**src/sv/assert_macros.svh**
```systemverilog
// Assertion macros shared by the RTL files.
// Needs a clock named clk and an active-low reset named rst_n in scope.
`ifndef ASSERT_MACROS_SVH
`define ASSERT_MACROS_SVH
`ifndef SYNTHESIS
`define ASSERT_ALWAYS(label, expr, msg) \
    label: assert property (@(posedge clk) disable iff (!rst_n) (expr)) else $error(msg);
`define ASSERT_IMPLIES(label, ante, cons, msg) \
    label: assert property (@(posedge clk) disable iff (!rst_n) (ante) |-> (cons)) \
        else $error(msg);
`define ASSERT_NEXT(label, ante, cons, msg) \
    label: assert property (@(posedge clk) disable iff (!rst_n) (ante) |=> (cons)) \
        else $error(msg);
`else
`define ASSERT_ALWAYS(label, expr, msg)
`define ASSERT_IMPLIES(label, ante, cons, msg)
`define ASSERT_NEXT(label, ante, cons, msg)
`endif
`endif

```
**src/sv/bpmc_pkg.sv**
```systemverilog
// Package for the button press mode controller: codes, widths, reset values.
// No dependencies.
package bpmc_pkg;

    localparam int TIMER_WIDTH_DEF    = 16;
    localparam int DISTANCE_WIDTH_DEF = 10;

    localparam int CFG_INDEX_W = 2;
    localparam int CFG_DATA_W  = 16;
    localparam int DEB_W       = 10;
    localparam int THR_W       = 16;
    localparam int BLIND_W     = 10;
    localparam int DIST_FIELD_W = 10;

    typedef logic [1:0] mode_t;
    localparam mode_t MODE_NORMAL = 2'd0;
    localparam mode_t MODE_CALIB  = 2'd1;
    localparam mode_t MODE_FILL   = 2'd2;

    typedef logic [1:0] req_t;
    localparam req_t REQ_NONE  = 2'd0;
    localparam req_t REQ_ENTER = 2'd1;
    localparam req_t REQ_EXIT  = 2'd2;

    typedef logic [CFG_INDEX_W-1:0] cfg_index_t;
    localparam cfg_index_t REG_DEBOUNCE = 2'd0;
    localparam cfg_index_t REG_LONG     = 2'd1;
    localparam cfg_index_t REG_CLEAR    = 2'd2;
    localparam cfg_index_t REG_BLIND    = 2'd3;

    localparam logic [DEB_W-1:0]   DEBOUNCE_RST = 10'd50;
    localparam logic [THR_W-1:0]   LONG_RST     = 16'd2000;
    localparam logic [THR_W-1:0]   CLEAR_RST    = 16'd7000;
    localparam logic [BLIND_W-1:0] BLIND_RST    = 10'd20;

endpackage

```
**src/sv/button_press_mode_controller.sv**
```systemverilog
// Button press mode controller: debounce, press timing, mode and water requests.
// Depends on bpmc_pkg and assert_macros.svh.
// An accepted tick item's result is held in the output register from the following cycle.
// Throughput: one item per cycle while m_axis_tready is high; the single output register is refilled as it drains.
// Reset: mode normal, no request, button released, timers zero, base distance zero,
// configuration registers at 50 / 2000 / 7000 / 20.
`include "assert_macros.svh"

module button_press_mode_controller #(
    parameter int TIMER_WIDTH    = bpmc_pkg::TIMER_WIDTH_DEF,
    parameter int DISTANCE_WIDTH = bpmc_pkg::DISTANCE_WIDTH_DEF
) (
    input  logic                                 clk,
    input  logic                                 rst_n,
    input  logic                                 cfg_valid,
    output logic                                 cfg_ready,
    input  logic [bpmc_pkg::CFG_INDEX_W-1:0]     cfg_index,
    input  logic [bpmc_pkg::CFG_DATA_W-1:0]      cfg_data,
    input  logic                                 s_axis_tvalid,
    output logic                                 s_axis_tready,
    // button_level, level_low_event, level_restored_event, distance_cm
    input  logic [((DISTANCE_WIDTH+3+7)/8)*8-1:0] s_axis_tdata,
    output logic                                 m_axis_tvalid,
    input  logic                                 m_axis_tready,
    // mode[1:0], clear_pulse, saved_pulse, rejected_pulse, base_distance
    output logic [((DISTANCE_WIDTH+5+7)/8)*8-1:0] m_axis_tdata
);
    import bpmc_pkg::*;

    localparam int OUT_TW = ((DISTANCE_WIDTH + 5 + 7) / 8) * 8;
    localparam int DMW    = (DISTANCE_WIDTH < DIST_FIELD_W) ? DISTANCE_WIDTH : DIST_FIELD_W;
    localparam int CMP_W  = (TIMER_WIDTH > THR_W) ? TIMER_WIDTH : THR_W;
    localparam int DCMP_W = (DISTANCE_WIDTH > BLIND_W) ? DISTANCE_WIDTH : BLIND_W;
    localparam logic [TIMER_WIDTH-1:0] TIMER_MAX = '1;

    logic [DEB_W-1:0]   debounce_ticks_reg;
    logic [THR_W-1:0]   long_press_reg;
    logic [THR_W-1:0]   clear_press_reg;
    logic [BLIND_W-1:0] blind_spot_reg;

    mode_t                     mode_reg, mode_next;
    req_t                      pending_reg, pending_next;
    logic                      stable_reg, stable_next;
    logic                      waiting_reg, waiting_next;
    logic [DEB_W-1:0]          left_reg, left_next;
    logic [TIMER_WIDTH-1:0]    press_reg, press_next;
    logic [DISTANCE_WIDTH-1:0] base_reg, base_next;

    logic                      out_valid_reg;
    mode_t                     out_mode_reg;
    logic                      out_clear_reg, out_saved_reg, out_rej_reg;
    logic [DISTANCE_WIDTH-1:0] out_base_reg;

    logic                      in_accept;
    logic                      raw, low_ev, rest_ev;
    logic [DISTANCE_WIDTH-1:0] dist_in;
    mode_t                     mode_a;
    logic [TIMER_WIDTH-1:0]    press_a;
    logic                      clear_p, saved_p, rej_p;

    assign cfg_ready     = 1'b1;
    assign s_axis_tready = !out_valid_reg || m_axis_tready;
    assign in_accept     = s_axis_tvalid && s_axis_tready;

    assign raw     = s_axis_tdata[0];
    assign low_ev  = s_axis_tdata[1];
    assign rest_ev = s_axis_tdata[2];
    assign dist_in = DISTANCE_WIDTH'(s_axis_tdata[3 +: DMW]);

    always_ff @(posedge clk or negedge rst_n)
    begin
        if (!rst_n)
        begin
            debounce_ticks_reg <= DEBOUNCE_RST;
            long_press_reg     <= LONG_RST;
            clear_press_reg    <= CLEAR_RST;
            blind_spot_reg     <= BLIND_RST;
        end
        else if (cfg_valid && cfg_ready)
        begin
            case (cfg_index)
                REG_DEBOUNCE: debounce_ticks_reg <= cfg_data[DEB_W-1:0];
                REG_LONG:     long_press_reg     <= cfg_data[THR_W-1:0];
                REG_CLEAR:    clear_press_reg    <= cfg_data[THR_W-1:0];
                REG_BLIND:    blind_spot_reg     <= cfg_data[BLIND_W-1:0];
                default:      ;
            endcase
        end
    end

    always_comb
    begin
        mode_a = mode_reg;
        if (pending_reg == REQ_ENTER)
        begin
            mode_a = MODE_FILL;
        end
        else if (pending_reg == REQ_EXIT)
        begin
            mode_a = MODE_NORMAL;
        end

        press_a = press_reg;
        if (!stable_reg && press_reg != TIMER_MAX)
        begin
            press_a = press_reg + TIMER_WIDTH'(1);
        end

        mode_next    = mode_a;
        pending_next = REQ_NONE;
        stable_next  = stable_reg;
        waiting_next = waiting_reg;
        left_next    = left_reg;
        press_next   = press_a;
        base_next    = base_reg;
        clear_p      = 1'b0;
        saved_p      = 1'b0;
        rej_p        = 1'b0;

        if (mode_a == MODE_FILL)
        begin
            waiting_next = 1'b0;
            left_next    = '0;
        end
        else if (waiting_reg)
        begin
            left_next = (left_reg != '0) ? left_reg - DEB_W'(1) : left_reg;
            if (left_next == '0)
            begin
                waiting_next = 1'b0;
                if (raw != stable_reg)
                begin
                    stable_next = raw;
                    if (!raw)
                    begin
                        press_next = '0;
                    end
                    else if (CMP_W'(press_a) >= CMP_W'(clear_press_reg))
                    begin
                        clear_p      = 1'b1;
                        mode_next    = MODE_NORMAL;
                        stable_next  = 1'b1;
                        waiting_next = 1'b0;
                        left_next    = '0;
                        press_next   = '0;
                        base_next    = '0;
                    end
                    else if (CMP_W'(press_a) >= CMP_W'(long_press_reg))
                    begin
                        mode_next = MODE_CALIB;
                    end
                    else if (mode_a == MODE_CALIB)
                    begin
                        if (DCMP_W'(dist_in) > DCMP_W'(blind_spot_reg))
                        begin
                            base_next = dist_in;
                            mode_next = MODE_NORMAL;
                            saved_p   = 1'b1;
                        end
                        else
                        begin
                            rej_p = 1'b1;
                        end
                    end
                end
            end
        end
        else if (raw != stable_reg)
        begin
            waiting_next = 1'b1;
            left_next    = (debounce_ticks_reg != '0) ? debounce_ticks_reg : DEB_W'(1);
        end

        if (!clear_p)
        begin
            if (low_ev && mode_next != MODE_FILL)
            begin
                pending_next = REQ_ENTER;
            end
            else if (rest_ev && mode_next == MODE_FILL)
            begin
                pending_next = REQ_EXIT;
            end
        end
    end

    always_ff @(posedge clk or negedge rst_n)
    begin
        if (!rst_n)
        begin
            mode_reg    <= MODE_NORMAL;
            pending_reg <= REQ_NONE;
            stable_reg  <= 1'b1;
            waiting_reg <= 1'b0;
            left_reg    <= '0;
            press_reg   <= '0;
            base_reg    <= '0;
        end
        else if (in_accept)
        begin
            mode_reg    <= mode_next;
            pending_reg <= pending_next;
            stable_reg  <= stable_next;
            waiting_reg <= waiting_next;
            left_reg    <= left_next;
            press_reg   <= press_next;
            base_reg    <= base_next;
        end
    end

    always_ff @(posedge clk or negedge rst_n)
    begin
        if (!rst_n)
        begin
            out_valid_reg <= 1'b0;
        end
        else if (s_axis_tready)
        begin
            out_valid_reg <= s_axis_tvalid;
        end
    end

    always_ff @(posedge clk)
    begin
        if (in_accept)
        begin
            out_mode_reg  <= mode_next;
            out_clear_reg <= clear_p;
            out_saved_reg <= saved_p;
            out_rej_reg   <= rej_p;
            out_base_reg  <= base_next;
        end
    end

    assign m_axis_tvalid = out_valid_reg;
    assign m_axis_tdata  = OUT_TW'({out_base_reg, out_rej_reg, out_saved_reg,
                                    out_clear_reg, out_mode_reg});

    `ASSERT_IMPLIES(a_one_pulse, out_valid_reg,
        $countones({out_clear_reg, out_saved_reg, out_rej_reg}) <= 1,
        "more than one pulse in one result item")
    `ASSERT_IMPLIES(a_clear_resets, out_valid_reg && out_clear_reg,
        out_mode_reg == MODE_NORMAL && out_base_reg == '0,
        "clear item without reset state")
    `ASSERT_IMPLIES(a_enter_req, pending_reg == REQ_ENTER, mode_reg != MODE_FILL,
        "enter request filed while in fill mode")
    `ASSERT_IMPLIES(a_exit_req, pending_reg == REQ_EXIT, mode_reg == MODE_FILL,
        "exit request filed outside fill mode")
    `ASSERT_IMPLIES(a_idle_count, !waiting_reg, left_reg == '0,
        "debounce count left over with no wait in progress")
    `ASSERT_NEXT(a_accept_result, in_accept, out_valid_reg,
        "accepted item gave no result")

endmodule
```
**config.mk**
```make
export PLATFORM = sky130hd
export DESIGN_NAME = button_press_mode_controller
export DESIGN_NICKNAME = d
export VERILOG_FILES = /design/src/sv/bpmc_pkg.sv /design/src/sv/button_press_mode_controller.sv
export VERILOG_INCLUDE_DIRS = /design/src /design/src/sv
export SDC_FILE = /design/constraint.sdc
export NUM_CORES = 1
export LEC_CHECK = 0
export ABC_AREA = 1
export BUFFER_PORTS_ARGS = -buffer_cell sky130_fd_sc_hd__clkbuf_2
export CORE_MARGIN = 1
export CORE_UTILIZATION = 45
export DETAILED_ROUTE_END_ITERATION = 16
export GPL_TIMING_DRIVEN = 0
export PLACE_DENSITY_LB_ADDON = 0.05
export SLEW_MARGIN = 20
export SYNTH_ARGS = -nofsm -noshare
export SYNTH_HDL_FRONTEND = slang
export SYNTH_SLANG_ARGS = --single-unit
```
**constraint.sdc**
```tcl
create_clock -name clk -period 4.05 [get_ports clk]
set_input_delay 0.6075 -clock clk [delete_from_list [all_inputs] [get_ports clk]]
set_output_delay 0.6075 -clock clk [all_outputs]
set_load 0.05 [all_outputs]
```
Word-level counts from Yosys, hierarchy flattened. Index checks and enable logic that the tools add are counted.

Reduce and logical (&&, ||, !) cells: 19. Eq/ne operators: 11. Multipliers: 0. Shift-type cells: 0. Add/subtract/negate cells: 2. Bitwise logic cells: 6. Mux-type cells: 52. $lt $le $gt $ge: 3. Div/mod/pow operators: 0.

Operators with widths (count): 10-bit 2-to-1 mux (18); 16-bit 2-to-1 mux (7); 16-bit greater-or-equal comparator (2); 2-bit 2-to-1 mux (14); 10-bit nonzero test (2); 16-bit by 1-bit adder with 16-bit output (second input constant) (1); 16-bit != test (second input constant) (1); 1-bit 2-to-1 mux (13); 2-bit equality test (second input constant) (5); 10-bit greater-than comparator (1); 10-bit logical NOT (1); 2-bit AND reduction (5); 10-bit by 1-bit subtractor with 10-bit output (second input constant) (1); 8-bit OR reduction (1); 2-bit by 1-bit equality test with 1-bit output (second input constant) (3); 1-bit NOT (6); 5-bit AND reduction (1); 1-bit logical AND (4); 3-bit nonzero test (1); 1-bit logical NOT (2); 2-bit logical NOT (1); 2-bit != test (second input constant) (1); 1-bit logical OR (1); 1-bit != test (1).

Output and inout bits: 19. Bits in registers: 110. Word-level logic and storage cells: 110. Input bits: 39. Latch bits: 0. Bits in writable memories: 0. Bits in read-only memories: 0. Memories kept: 0.

Longest topological paths before layout.
Depth after elaboration: 17. Depth in mapped cells: 24. Mapped depth without buffers: 23.

Worst setup path before layout. Ideal clock, no wire load.

Path kind: reg2reg. Start: register press_reg[0]. End: register out_base_reg[2], data pin. Slack: 0.828 ns. Library setup time: 0.255 ns. Period minus slack after synthesis: 3.222 ns. Arrival: 2.967 ns. Stages on the path, launching flop included: 22. Cells stage by stage: dfrtp_1 > ha_1 > nand3_1 > nor3_1 > a31oi_1 > clkbuf_1 > nand2_1 > o21ai_0 > inv_1 > ha_1 > nand2_1 > inv_1 > o21ai_0 > nand2_1 > nor2_1 > nand3_1 > nor2_1 > buf_2 > nand2_1 > a21oi_1 > nand2_1 > and2_1.

Longest elaborated chain between the ends: 11.

RTL lines: start: declaration (line button_press_mode_controller.sv:46) `logic [TIMER_WIDTH-1:0] press_reg, press_next;`; start signal: assignment (line button_press_mode_controller.sv:206) `press_reg <= press_next;`; parallel branches: the longest is 2 deep, another holds 16-bit by 1-bit adder with 16-bit output; 16-bit 2-to-1 mux (*) (line button_press_mode_controller.sv:104) `if (!stable_reg && press_reg != TIMER_MAX)`; 16-bit greater-or-equal comparator (line button_press_mode_controller.sv:148) `else if (CMP_W'(press_a) >= CMP_W'(long_press_reg))`; 10-bit 2-to-1 mux (line button_press_mode_controller.sv:148); 10-bit 2-to-1 mux (*) (line button_press_mode_controller.sv:138) `else if (CMP_W'(press_a) >= CMP_W'(clear_press_reg))`; 10-bit 2-to-1 mux (*) (line button_press_mode_controller.sv:134) `if (!raw)`; 10-bit 2-to-1 mux (*) (line button_press_mode_controller.sv:131) `if (raw != stable_reg)`; 10-bit 2-to-1 mux (*) (line button_press_mode_controller.sv:128) `if (left_next == '0)`; 10-bit 2-to-1 mux (*) (line button_press_mode_controller.sv:125) `else if (waiting_reg)`; 10-bit 2-to-1 mux (*) (line button_press_mode_controller.sv:120) `if (mode_a == MODE_FILL)`; named net base_next[2] (line button_press_mode_controller.sv:47) `logic [DISTANCE_WIDTH-1:0] base_reg, base_next;`; end signal: assignment (line button_press_mode_controller.sv:231) `out_base_reg <= base_next;`; end: declaration (line button_press_mode_controller.sv:52) `logic [DISTANCE_WIDTH-1:0] out_base_reg;`.

Mark *: on every way through the listed nets, which the timed path passes. A chain may end at the register's enable or synchronous reset.

Worst setup path in the final report.
Start: register press_reg[0]. End: register out_base_reg[6], data pin.

The elaborated chain is that of the path after synthesis.

==> impl_metrics.ini <==
[sta]
clock_skew_ns = 0.00870
period_share_pct = 92.1
period_needed_ns = 3.73
setup_tns_ns = 0
rsz0062_at_grt = false
hold_violations = 0
maxSlewViolCount = 0
slew_headroom_pct = 60.3
finalSetupViolCount = 0
fmax_mhz = 268
worst_pin_slew_ns = 0.595

[critical_path]
critical_path_required_ns = 4.17
ff2ff_path_depth = 19
cp-start-kind = flop
slowest_delay_ns = 0.45
rrSetupSlack_ns = 0.32
slowest_stage = dfrtp_2
crit_path_end_kind = flop
cp_cell_sequence = ha_1, nand3_1, nor3_1, a31oi_2, nand2_1, inv_1, nand3_1, xor2_1, inv_1, ha_1, nand2_1, nor3_1, nand3_1, nand3_2, nor2_1, clkbuf_2, a21oi_1, nand2_1, and2_1
critical_path_class = flop to flop
cp.arrival_ns = 3.85
timing.rr.end = out_base_reg[6]
path_max_fanout = 10
rr_startpoint = press_reg[0]
endpoint = out_base_reg[6]
startpoint = press_reg[0]

[logic_synthesis]
synth_fp_nets = 999
synth_seq_cells = 110
synth_top_family_by_area = simple AND/OR/NAND/NOR gates
synth.area.mux_share_pct = 0
yosys_warnings = 0
synth_edf_count = 15
ys_dominant_reg_cell = dfrtp_1
syn_area_per_cell_sq_um = 7.48
ys_seq_area_share_pct = 41.6
synth_area_sq_mm = 0.00685
synthAdderAreaFrac_pct = 8.04
synthSimpleGateAreaFrac_pct = 28.1
syn-instance-count = 916
synthXorXnorAreaFrac_pct = 2.05
ys_types = 42
postSynth.asyncResetShare_pct = 86.4
synth_compound_area_share_pct = 9.66

[die]
dieArea_sq_mm = 0.0157
die_w_microns = 125
fp.dieH_microns = 125
core_sq_mm = 0.0147
core.rowCount = 44
initial_core_util_pct = 46.6
num_io_pins = 58

[clock_tree]
cts_buffers = 9
clk_path_buf_depth = 2
clock-sinks = 110
htree_levels = 3
clk_pin_slew_worst_paths_ns = 0.07
clk_latency_ns = 0.36
cts_tree = built
cts-root-buf = clkbuf_16

[finish]
nets = 1064
n_antenna_cell = 0
area_growth_pct = 12.8
fin_cells = 1170
drive_gt1_share_pct = 14.3

[global_routing]
grt_pass1_wl_mm = 27.3
antenna_found_initial = 0
grt_max_degree = 66
track_usage_pct = 22.2
overflow = 0
grt_pass1_vias = 5515

[power]
ir_worst_vdd_v = 0.000264
powerDensity_mw_per_mm2 = 576
p_leak_nw = 4.03

[placement]
hpwlAfterDp_mm = 12.4
dp_cells = 1153
gp_congestion = 0.846
port_buffers = 52

[hold_path]
min_path_type = input pin to async pin

[outcome]
violations = DRC
outcome = finished, violations left

[detailed_routing]
viasPerCell = 4.92
ant_nets = 0
firstDrtPassIters = 14
wl_per_cell_microns = 14.0
remaining_drc_errors = 4
routed_wl_mm = 16.4
drtIter0Drc = 400
vias = 5761

[run]
cap_violations = 0
-- cells by family (layout without fill, tap and decap cells) --
logic type	Yosys count	in the layout
AOI/OAI and AO/OA	122	122
xor gates and xnor gates	16	16
adders and majority gates	44	44
buffers and inverters	178	248
DFF	110	110
other	2	2
and+or+nand+nor	444	444
-- per-stage QoR --
step | utilization, % | total power, mW | instance area [sq um] | hold WS, ns | setup WS [ns]
6_report | 52.6 | 4.45 | 7730 | 0.139 | 0.320
5_1_grt | 52.6 | 4.84 | 7730 | 0.152 | 0.0120
4_1_cts | 52.3 | 4.48 | 7690 | 0.145 | 0.114
3_5_place_dp | 50.2 | 3.51 | 7380 | 0.467 | 0.0563
3_3_place_gp | 49.9 | 3.49 | 7340 | 0.461 | 0.0270
2_1_floorplan | - | 3.04 | 6850 | 0.312 | 0.828
-- area by class of cell --
class | instances | area (sq um)
clock inverters | 6 | 86.3
multi-input cells | 628 | 3310
flip-flops and latches | 110 | 2850
plain buffers | 31 | 166
inverters | 147 | 552
fillers | 1496 | 6970
well taps | 184 | 230
clock buffers | 10 | 229
repair buffers | 54 | 304
-- Yosys cell counts, drive strengths merged (2+ instances only) --
cell | number | share of area, %
a21o | 2 | 0.22
a21oi | 32 | 2.3
a31oi | 3 | 0.27
and2 | 11 | 1.0
buf | 11 | 1.2
clkbuf | 20 | 1.1
conb | 2 | 0.11
dfrtp | 76 | 28
dfstp | 19 | 7.3
edfxtp | 15 | 6.6
ha | 44 | 8.0
inv | 146 | 8.0
nand2 | 262 | 15
nand3 | 50 | 4.0
nand3b | 4 | 0.62
nand4 | 9 | 0.91
nor2 | 95 | 5.5
nor3 | 9 | 0.80
nor4 | 2 | 0.18
o21ai | 71 | 5.2
o22ai | 2 | 0.18
o32ai | 7 | 0.89
or2 | 2 | 0.18
xor2 | 16 | 2.0
-- worst max-delay path: cells and delay by family, from the launching register on --
family	cells	cell delay (ns)
DFF	1	0.45
adders and majority gates	2	0.54
AOI/OAI and AO/OA	2	0.37
and+or+nand+nor	11	1.40
buffers and inverters	3	0.47
xor gates and xnor gates	1	0.26
-- how the worst min path moves through the flow --
| stage | endpoint | slack [ns] | depth (start not counted) | from |
|---|---|---|---|---|
| final | left_reg[6] | 0.14 | 1 | rst_n |
| after global routing | left_reg[6] | 0.15 | 1 | rst_n |
| after CTS | left_reg[6] | 0.15 | 1 | rst_n |
| after detailed placement | base_reg[5] | 0.47 | 2 | base_reg[5] |
| after global placement | base_reg[6] | 0.46 | 2 | base_reg[6] |
| after floorplan | base_reg[0] | 0.31 | 0 | rst_n |
-- cell usage in the layout, fill, tap and decap left out, types with 2 or more instances in the layout --
master     instances
ha_1              44
o22ai_1            2
clkbuf_2          53
clkinv_2           2
buf_4              6
nand3_1           43
nor4_1             2
a21o_1             2
o21ai_1            2
dfstp_2           19
clkbuf_16          9
xor2_1            16
conb_1             2
inv_2              5
nor2_1            89
nand3b_1           3
and2_1            11
buf_6              3
o32ai_1            7
nor3_2             2
edfxtp_1          15
o21ai_0           69
or2_2              2
a31oi_1            2
nor2_4             2
nand2_2           14
inv_1            141
nor3_1             7
dfrtp_1           75
nor2_2             4
bufinv_16          2
nand2_1          248
nand4_1            8
buf_2              2
a21oi_1           32
clkbuf_1          19
nand3_2            7
-- report_power, final --
group	leakage [nW]	switching [mW]	internal [mW]
clock	0.152	0.415	0.542
combinational	2.56	1.25	0.661
sequential	1.32	0.191	1.39
total	4.03	1.86	2.59
-- what timing repair did --
action                                  4_1_cts  5_1_grt
pin swaps                                     0        1
buffers inserted                              0        1
gates cloned                                  0        0
endpoints found under the hold margin         0        0
hold buffers                                  0        0
endpoints found under the setup margin        1       34
gates resized for setup                       1        9
-- routing by layer --
| metal | track usage (%) | share of wire (%) |
|---|---|---|
| met1 | 27.8 | 45 |
| met2 | 39.7 | 50 |
| met3 | 3.98 | 3.6 |
| met4 | 4.88 | 0.82 |
| met5 | 0 | 0 |
(Power assumes the default switching activity.)
